[config.mk]
export PLATFORM = sky130hd
export DESIGN_NAME = moving_average_deviation_alarm
export DESIGN_NICKNAME = d
export VERILOG_FILES = /design/src/sv/mada_pkg.sv /design/src/sv/moving_average_deviation_alarm.sv /design/src/sv/mada_ctrl.sv /design/src/sv/mada_dpath.sv
export SDC_FILE = /design/constraint.sdc
export NUM_CORES = 1
export LEC_CHECK = 0
export BUFFER_PORTS_ARGS = -buffer_cell sky130_fd_sc_hd__buf_2
export CAP_MARGIN = 30
export CELL_PAD_IN_SITES_DETAIL_PLACEMENT = 0
export CELL_PAD_IN_SITES_GLOBAL_PLACEMENT = 1
export CORE_AREA = 5 5 221 223
export CTS_BUF_LIST = sky130_fd_sc_hd__clkbuf_8
export CTS_CLUSTER_SIZE = 24
export DETAILED_ROUTE_END_ITERATION = 8
export DIE_AREA = 0 0 226 228
export PLACE_DENSITY = 0.93
export SLEW_MARGIN = 0
export SYNTH_ARGS = -nofsm -noshare
export SYNTH_HDL_FRONTEND = slang
export SYNTH_SLANG_ARGS = --single-unit
[constraint.sdc]
create_clock -name clk -period 11.5 [get_ports clk]
set_clock_uncertainty 0.1 [all_clocks]
set_input_delay 0 -clock clk [delete_from_list [all_inputs] [get_ports clk]]
set_output_delay 0 -clock clk [all_outputs]
set_load 0.05 [all_outputs]
[src/sv/mada_pkg.sv]
// Shared types and constants for the moving average deviation alarm.
// No dependencies; every other file in sv/ imports this package.
package mada_pkg;

  localparam int WINDOW_SIZE_DEFAULT = 20;
  localparam int SAMPLE_W            = 12;
  localparam int PERIOD_W            = 8;
  localparam int CFG_INDEX_W         = 4;
  localparam int CFG_DATA_W          = 12;

  // Register map of the configuration port
  localparam logic [CFG_INDEX_W-1:0] CFG_ALARM_THRESHOLD = CFG_INDEX_W'(0);
  localparam logic [CFG_INDEX_W-1:0] CFG_VALID_LOW       = CFG_INDEX_W'(1);
  localparam logic [CFG_INDEX_W-1:0] CFG_VALID_HIGH      = CFG_INDEX_W'(2);
  localparam logic [CFG_INDEX_W-1:0] CFG_REPORT_PERIOD   = CFG_INDEX_W'(3);

  localparam logic [SAMPLE_W-1:0] THRESHOLD_RESET  = SAMPLE_W'(32);
  localparam logic [SAMPLE_W-1:0] VALID_LOW_RESET  = SAMPLE_W'(16);
  localparam logic [SAMPLE_W-1:0] VALID_HIGH_RESET = SAMPLE_W'(1600);
  localparam logic [PERIOD_W-1:0] PERIOD_RESET     = PERIOD_W'(10);

  typedef struct packed {
    logic [SAMPLE_W-1:0] alarm_threshold;
    logic [SAMPLE_W-1:0] valid_low;
    logic [SAMPLE_W-1:0] valid_high;
    logic [PERIOD_W-1:0] report_period;
  } mada_cfg_t;

  typedef enum logic [2:0] {
    ST_IDLE,
    ST_DECIDE,
    ST_FILL,
    ST_UPDATE,
    ST_SCALE,
    ST_REFINE,
    ST_CORRECT,
    ST_FINISH
  } mada_state_t;

  // Controller to datapath
  typedef struct packed {
    logic take;        // latch the incoming sample word
    logic fill_start;  // first in-range sample: preset sum, clear fill index
    logic fill_write;  // write one window entry with the sample
    logic update;      // ring read-modify-write and sum update
    logic scale;       // multiply sum magnitude by the reciprocal
    logic refine;      // quotient estimate and back-multiply
    logic correct;     // final quotient correction, load held average
    logic finish;      // load the result word
  } mada_cmd_t;

  // Datapath to controller
  typedef struct packed {
    logic filled;
    logic in_range;
    logic fill_last;
    logic out_free;
  } mada_status_t;

endpackage

[src/sv/moving_average_deviation_alarm.sv]
// Boxcar moving average deviation alarm, one 12-bit temperature word per item
// (sixteenths of a degree), one result word per item. Until a sample lies strictly
// between valid_low and valid_high nothing is averaged and average/deviation read
// zero; that first in-range sample is written into every window entry, one entry
// per cycle, before the result load and the next accept. Once filled, each item
// steps through accept, ring slot read, ring write and sum update, then three steps
// of the divide by WINDOW_SIZE (reciprocal multiply, back-multiply, correction) and
// the result load. An out-of-range sample before the fill goes from accept and
// decide straight to the result load. One item is in flight at a time; the
// result sits in an output register, so a new word is taken while it waits.
// report_due pulses on sample report_period+1 and every report_period after;
// a zero period reports on every sample. cfg_ready is always high; write the
// registers only while the block is idle. Unknown register indexes are ignored.
// Depends on mada_pkg, mada_ctrl and mada_dpath.
module moving_average_deviation_alarm #(
  parameter int WINDOW_SIZE = mada_pkg::WINDOW_SIZE_DEFAULT
) (
  input  logic                                   clk,
  input  logic                                   rst,
  // sample channel
  input  logic                                   in_valid,
  output logic                                   in_stall,
  input  logic        [mada_pkg::SAMPLE_W-1:0]   sample,
  // result channel
  output logic                                   out_valid,
  input  logic                                   out_stall,
  output logic        [mada_pkg::SAMPLE_W-1:0]   average,
  output logic        [mada_pkg::SAMPLE_W-1:0]   deviation,
  output logic                                   alarm,
  output logic                                   report_due,
  output logic                                   initialized,
  // configuration write channel
  input  logic                                   cfg_valid,
  output logic                                   cfg_ready,
  input  logic        [mada_pkg::CFG_INDEX_W-1:0] cfg_index,
  input  logic        [mada_pkg::CFG_DATA_W-1:0]  cfg_data
);
  import mada_pkg::*;

  mada_cfg_t    cfg;
  mada_cmd_t    cmd;
  mada_status_t status;
  logic         busy;

  // always able to take a register write
  assign cfg_ready = 1'b1;

  always_ff @(posedge clk) begin
    if (rst) begin
      cfg.alarm_threshold <= THRESHOLD_RESET;
      cfg.valid_low       <= VALID_LOW_RESET;
      cfg.valid_high      <= VALID_HIGH_RESET;
      cfg.report_period   <= PERIOD_RESET;
    end else if (cfg_valid && cfg_ready) begin
      unique case (cfg_index)
        CFG_ALARM_THRESHOLD: cfg.alarm_threshold <= cfg_data[SAMPLE_W-1:0];
        CFG_VALID_LOW:       cfg.valid_low       <= cfg_data[SAMPLE_W-1:0];
        CFG_VALID_HIGH:      cfg.valid_high      <= cfg_data[SAMPLE_W-1:0];
        CFG_REPORT_PERIOD:   cfg.report_period   <= cfg_data[PERIOD_W-1:0];
        default: begin
        end
      endcase
    end
  end

  // stall whenever a word is being worked on
  assign in_stall = busy;

  mada_ctrl u_ctrl (
    .clk      (clk),
    .rst      (rst),
    .in_valid (in_valid),
    .status   (status),
    .cmd      (cmd),
    .busy     (busy)
  );

  mada_dpath #(
    .WINDOW_SIZE (WINDOW_SIZE)
  ) u_dpath (
    .clk         (clk),
    .rst         (rst),
    .cmd         (cmd),
    .cfg         (cfg),
    .sample      (sample),
    .out_stall   (out_stall),
    .status      (status),
    .out_valid   (out_valid),
    .average     (average),
    .deviation   (deviation),
    .alarm       (alarm),
    .report_due  (report_due),
    .initialized (initialized)
  );

endmodule

[src/sv/mada_ctrl.sv]
// Sequencing state machine for the moving average deviation alarm.
// Depends on mada_pkg for the state enum and the command/status structs.
module mada_ctrl (
  input  logic                  clk,
  input  logic                  rst,
  input  logic                  in_valid,
  input  mada_pkg::mada_status_t status,
  output mada_pkg::mada_cmd_t    cmd,
  output logic                  busy
);
  import mada_pkg::*;

  mada_state_t state, state_next;

  always_ff @(posedge clk) begin
    if (rst) begin
      state <= ST_IDLE;
    end else begin
      state <= state_next;
    end
  end

  always_comb begin
    state_next = state;
    cmd        = '0;
    busy       = 1'b1;
    unique case (state)
      ST_IDLE: begin
        busy = 1'b0;
        if (in_valid) begin
          cmd.take   = 1'b1;
          state_next = ST_DECIDE;
        end
      end
      ST_DECIDE: begin
        // window read of the ring slot lands at the end of this cycle
        if (status.filled) begin
          state_next = ST_UPDATE;
        end else if (status.in_range) begin
          cmd.fill_start = 1'b1;
          state_next     = ST_FILL;
        end else begin
          state_next = ST_FINISH;
        end
      end
      ST_FILL: begin
        cmd.fill_write = 1'b1;
        if (status.fill_last) begin
          state_next = ST_FINISH;
        end
      end
      ST_UPDATE: begin
        cmd.update = 1'b1;
        state_next = ST_SCALE;
      end
      ST_SCALE: begin
        cmd.scale  = 1'b1;
        state_next = ST_REFINE;
      end
      ST_REFINE: begin
        cmd.refine = 1'b1;
        state_next = ST_CORRECT;
      end
      ST_CORRECT: begin
        cmd.correct = 1'b1;
        state_next  = ST_FINISH;
      end
      ST_FINISH: begin
        if (status.out_free) begin
          cmd.finish = 1'b1;
          state_next = ST_IDLE;
        end
      end
      default: begin
        state_next = ST_IDLE;
      end
    endcase
  end

endmodule

[src/sv/mada_dpath.sv]
// Datapath: window memory, running sum, constant divider, deviation and report logic.
// Depends on mada_pkg; driven by mada_ctrl through mada_cmd_t.
module mada_dpath #(
  parameter int WINDOW_SIZE = mada_pkg::WINDOW_SIZE_DEFAULT
) (
  input  logic                                 clk,
  input  logic                                 rst,
  input  mada_pkg::mada_cmd_t                   cmd,
  input  mada_pkg::mada_cfg_t                   cfg,
  input  logic        [mada_pkg::SAMPLE_W-1:0] sample,
  input  logic                                 out_stall,
  output mada_pkg::mada_status_t                status,
  output logic                                 out_valid,
  output logic        [mada_pkg::SAMPLE_W-1:0] average,
  output logic        [mada_pkg::SAMPLE_W-1:0] deviation,
  output logic                                 alarm,
  output logic                                 report_due,
  output logic                                 initialized
);
  import mada_pkg::*;

  localparam int IDX_W = $clog2(WINDOW_SIZE);
  localparam int SUM_W = SAMPLE_W + $clog2(WINDOW_SIZE);
  localparam int MAG_W = SUM_W;
  localparam int K     = MAG_W;          // reciprocal scale 2^K
  localparam int Q_W   = SAMPLE_W + 1;   // quotient magnitude up to 2048
  localparam longint unsigned RECIP_L = (64'd1 << K) / WINDOW_SIZE;
  localparam logic [K-1:0]              RECIP  = RECIP_L[K-1:0];
  localparam logic [IDX_W-1:0]          LAST   = IDX_W'(WINDOW_SIZE - 1);
  localparam logic signed [SUM_W-1:0]   W_SUM  = SUM_W'(WINDOW_SIZE);
  localparam logic [MAG_W-1:0]          W_MAG  = MAG_W'(WINDOW_SIZE);

  logic [SAMPLE_W-1:0] mem [WINDOW_SIZE];
  logic [SAMPLE_W-1:0] rd_data;
  logic                wr_en;
  logic [IDX_W-1:0]    wr_addr;

  logic signed [SAMPLE_W-1:0] samp;
  logic signed [SUM_W-1:0]    sum;
  logic [IDX_W-1:0]           pos;
  logic [IDX_W-1:0]           fill_idx;
  logic                       filled;
  logic [SAMPLE_W-1:0]        held_avg;
  logic [MAG_W-1:0]           sum_mag;
  logic                       sum_neg;
  logic [2*K-1:0]             prod;
  logic [Q_W-1:0]             q0;
  logic [MAG_W-1:0]           qw;
  logic [PERIOD_W-1:0]        cnt;

  logic signed [SUM_W-1:0]    samp_ext;
  logic signed [SUM_W-1:0]    rd_ext;
  logic signed [SUM_W-1:0]    sum_next;
  logic [MAG_W-1:0]           rem;
  logic [Q_W-1:0]             quot;
  logic [Q_W-1:0]             avg_q;
  logic signed [SAMPLE_W:0]   diff;
  logic [SAMPLE_W:0]          diff_abs;
  logic [SAMPLE_W-1:0]        dev;
  logic                       report;

  // window memory, one write port, registered read at the ring slot
  assign wr_en   = cmd.fill_write | cmd.update;
  assign wr_addr = cmd.fill_write ? fill_idx : pos;

  always_ff @(posedge clk) begin
    if (wr_en) begin
      mem[wr_addr] <= samp;
    end
    rd_data <= mem[pos];
  end

  assign samp_ext = SUM_W'(samp);
  assign rd_ext   = SUM_W'($signed(rd_data));
  assign sum_next = sum - rd_ext + samp_ext;

  // quotient estimate is low by at most one
  assign rem   = sum_mag - qw;
  assign quot  = q0 + Q_W'(rem >= W_MAG);
  assign avg_q = sum_neg ? (~quot + Q_W'(1)) : quot;

  assign diff     = (SAMPLE_W+1)'(samp) - (SAMPLE_W+1)'($signed(held_avg));
  assign diff_abs = diff[SAMPLE_W] ? (~diff + (SAMPLE_W+1)'(1)) : diff;
  assign dev      = (samp == '0 || held_avg == '0) ? '0 : diff_abs[SAMPLE_W-1:0];
  assign report   = (cnt >= cfg.report_period);

  assign status.filled    = filled;
  assign status.in_range  = (samp > $signed(cfg.valid_low)) && (samp < $signed(cfg.valid_high));
  assign status.fill_last = (fill_idx == LAST);
  assign status.out_free  = !out_valid || !out_stall;

  always_ff @(posedge clk) begin
    if (cmd.take) begin
      samp <= $signed(sample);
    end
    if (cmd.fill_start) begin
      fill_idx <= '0;
    end else if (cmd.fill_write) begin
      fill_idx <= fill_idx + IDX_W'(1);
    end
    if (cmd.update) begin
      sum_neg <= sum_next[SUM_W-1];
      sum_mag <= sum_next[SUM_W-1] ? MAG_W'(-sum_next) : MAG_W'(sum_next);
    end
    if (cmd.scale) begin
      prod <= sum_mag * RECIP;
    end
    if (cmd.refine) begin
      q0 <= prod[K+Q_W-1:K];
      qw <= MAG_W'(prod[K+Q_W-1:K] * W_MAG);
    end
    if (cmd.finish) begin
      average    <= held_avg;
      deviation  <= dev;
      alarm      <= (dev >= cfg.alarm_threshold);
      report_due <= report;
      initialized <= filled;
    end
  end

  always_ff @(posedge clk) begin
    if (rst) begin
      sum       <= '0;
      pos       <= '0;
      filled    <= 1'b0;
      held_avg  <= '0;
      cnt       <= '0;
      out_valid <= 1'b0;
    end else begin
      if (cmd.fill_start) begin
        sum <= samp_ext * W_SUM;
      end else if (cmd.update) begin
        sum <= sum_next;
      end
      if (cmd.fill_write && status.fill_last) begin
        filled <= 1'b1;
        pos    <= '0;
      end else if (cmd.update) begin
        pos <= (pos == LAST) ? '0 : pos + IDX_W'(1);
      end
      if (cmd.correct) begin
        held_avg <= avg_q[SAMPLE_W-1:0];
      end
      if (cmd.finish) begin
        cnt       <= report ? PERIOD_W'(1) : cnt + PERIOD_W'(1);
        out_valid <= 1'b1;
      end else if (!out_stall) begin
        out_valid <= 1'b0;
      end
    end
  end

endmodule

==> run metrics <==
Seq/Total Area, Yosys=48.22%; most frequent cells in the layout=335 x edfxtp_1, 286 x inv_1, 249 x ha_1; worst skew pair latency=0.64 ns; simple-gate share of the synthesized area=7.874%; cts repair resizes=0; Die Area=51530 um^2; Critical Path RT=11.75 ns; CTS tree=yes; Net Count, Synth=around 2400; main flop type after synthesis=edfxtp_1; number of diodes=0; DIE HEIGHT=228 um; RSZ-0062 raised after global routing=no; WHS=just under 0.04 ns; Synth top area share=39.69%; Syn Std Cell Area=25350 um^2; IO buf count=61; initial antenna violation count=0; share of cells above drive strength 1=13.73%; Area after DPL=between 20000 and 30000 um^2; post-synth cell types=81; commonest non-fill, non-tap cell in the layout=edfxtp_1; crit path capture type=flip-flop; Synth Area in Compound Gates=roughly 7.4%; Syn Area/Cell=12.39 um^2; Nets=2592; Final Setup Violations=0; #FFs+latches synth=443; Post-synth EDFFs=335; Slew HR=a little under two fifths; crit path launch type=flip-flop; drt pass-1 iters=5; fmax=179.1 MHz; setup ws final=5.915 ns; Synth async-reset ratio=0%; WL final=between 50000 and 60000 um; largest net degree at the start of global routing=between 70 and 80; dpl ws=5.940 ns; clock tree buffer depth=3; CTS Root Cell=clkbuf_8; Post-Synth XOR/XNOR Area=roughly 4.1%; CP Class=reg2reg; core area=~46000 um^2; Avg WL per Cell=19.41 um; fill cell count=3415; Adder-Cell Fraction of Synth Area=18.77%; Area contributors post-synth=edfxtp_1 40%, ha_1 12%, dfxtp_1 8.5%; total clock sinks=443; Final Cycle Share=48.56%; WP data arrival=5.84 ns; Yosys top cell by area=edfxtp_1; Mapped Cells=2046; Die X-Extent=226 um; Num CTS Buffers=71; largest family of logic cells by synthesized area=adder cells; global-route wire length before repair=89930 um; number of cell rows=79; DRC Markers=0; total number of vias=16420; Ports=63; clock-pin slew on the worst setup and hold paths=~0.06 ns; Yosys Warn Count=0; TNS Setup=0 ns; status=complete, no violations; Vias/cell=5.673; GRT Total Usage=between 20% and 30%; starting density of the core=a little over half; Antenna Nets Post-Route=0; P&R area growth vs syn=12.76%; Final min period=~5.6 ns; Final Wtd Congestion=0.8593; Post-Layout Inst Area=28580 um^2; Sequential Area=12230 um^2; Max-Cap Viols=0; vias in the first global route=17160; Overflow after GRT=0; mux cell area share after synthesis=between 8 and 9%; H-tree levels=3; worst-margin pin slew=0.9400 ns; multi-input combinational cell area=11930 um^2; post-DP HPWL=39560 um; final hold viol count=0; worst-path fanout max=6; drt initial violations=between 900 and 1000; fin. max-slew vios=0; HP Class=in2reg
[routing by layer]
metal / vias to the layer above / wire [um] / track usage, %
met4: 0 / 1933 / 8.266
met2: 522 / 28100 / 37.33
met5: - / 0 / 0
met3: 137 / 2727 / 3.082
met1: 8054 / 23400 / 28.05
li1: 7706 / - / -
[registers in the layout, summed over array words and instances, names as in the netlist, 13 cells and up]
register and cells:
u_dpath.prod 13, u_dpath.sum 17, u_dpath.mem 240, cfg 44, u_dpath.qw 13, u_dpath.sum_mag 17
[area by class of cell]
type | instances | share of cell area [%]
Inverter | 262 | 3.441
Clock buffer | 81 | 3.901
Sequential cell | 443 | 42.78
Timing Repair Buffer | 162 | 4.461
Multi-Input combinational cell | 1288 | 41.76
Clock inverter | 51 | 1.003
Tap cell | 607 | 2.657
[kinds of logic after synthesis]
| kind of cell | Yosys count |
|---|---|
| xor+xnor | 117 |
| mux | 130 |
| other cells | 1 |
| simple gates | 424 |
| fa+ha+maj | 331 |
| buf+inv | 315 |
| flops | 443 |
| compound gates | 285 |
[path summary, 6_finish.rpt]
kind / start / endpoint / slack, ns / depth (start not counted)
setup / recovery: u_dpath.sum_mag[6]$_DFFE_PP_ / u_dpath.prod[29]$_DFFE_PP_ / 5.92 / 17
hold / removal: cfg_valid / cfg[4]$_SDFFE_PP0P_ / 0.04 / 4
setup reg to reg: u_dpath.sum_mag[6]$_DFFE_PP_ / u_dpath.prod[29]$_DFFE_PP_ / 5.92 / 17
hold reg to reg: u_dpath.prod[18]$_DFFE_PP_ / u_dpath.q0[1]$_DFFE_PP_ / 0.37 / 0
[worst max-delay path: stages (launching register included)]
cell and delay (ns):
edfxtp_1 0.53, ha_1 0.34, inv_1 0.08, fa_1 0.54, inv_1 0.06, fa_1 0.50
fa_1 0.52, fa_1 0.49, ha_1 0.38, a21o_1 0.18, a21o_1 0.17, a221oi_1 0.28
o31ai_1 0.21, nand3_1 0.16, a31oi_1 0.16, a211oi_1 0.36, o21bai_1 0.12, xnor2_1 0.15
[repair_timing]
action                                  4_1_cts  5_1_grt
hold buffers                                 56        0
endpoints found under the setup margin        0        0
buffers inserted                              0        0
endpoints found under the hold margin       118        0
[stage by stage]
step / utilization (%) / instances
6_report: 61.65 / 2894
2_1_floorplan: - / 2046
5_1_grt: 61.65 / 2894
3_3_place_gp: 56.83 / 2679
3_5_place_dp: 57.36 / 2705
4_1_cts: 61.59 / 2893
[synth_stat cells, types with 21 or more instances]
cell,instances
a21o_1,30
a21oi_1,87
clkbuf_1,37
dfxtp_1,108
edfxtp_1,335
fa_1,82
ha_1,249
inv_1,260
mux2i_1,45
mux4_2,72
nand2_1,82
nand3_1,38
nand4_1,21
nor2_1,167
nor3_1,28
o21ai_0,38
xnor2_1,69
xor2_1,46
Power is not shown: default switching activity piles up to over one toggle a cycle in this logic, so the estimate is an artifact.
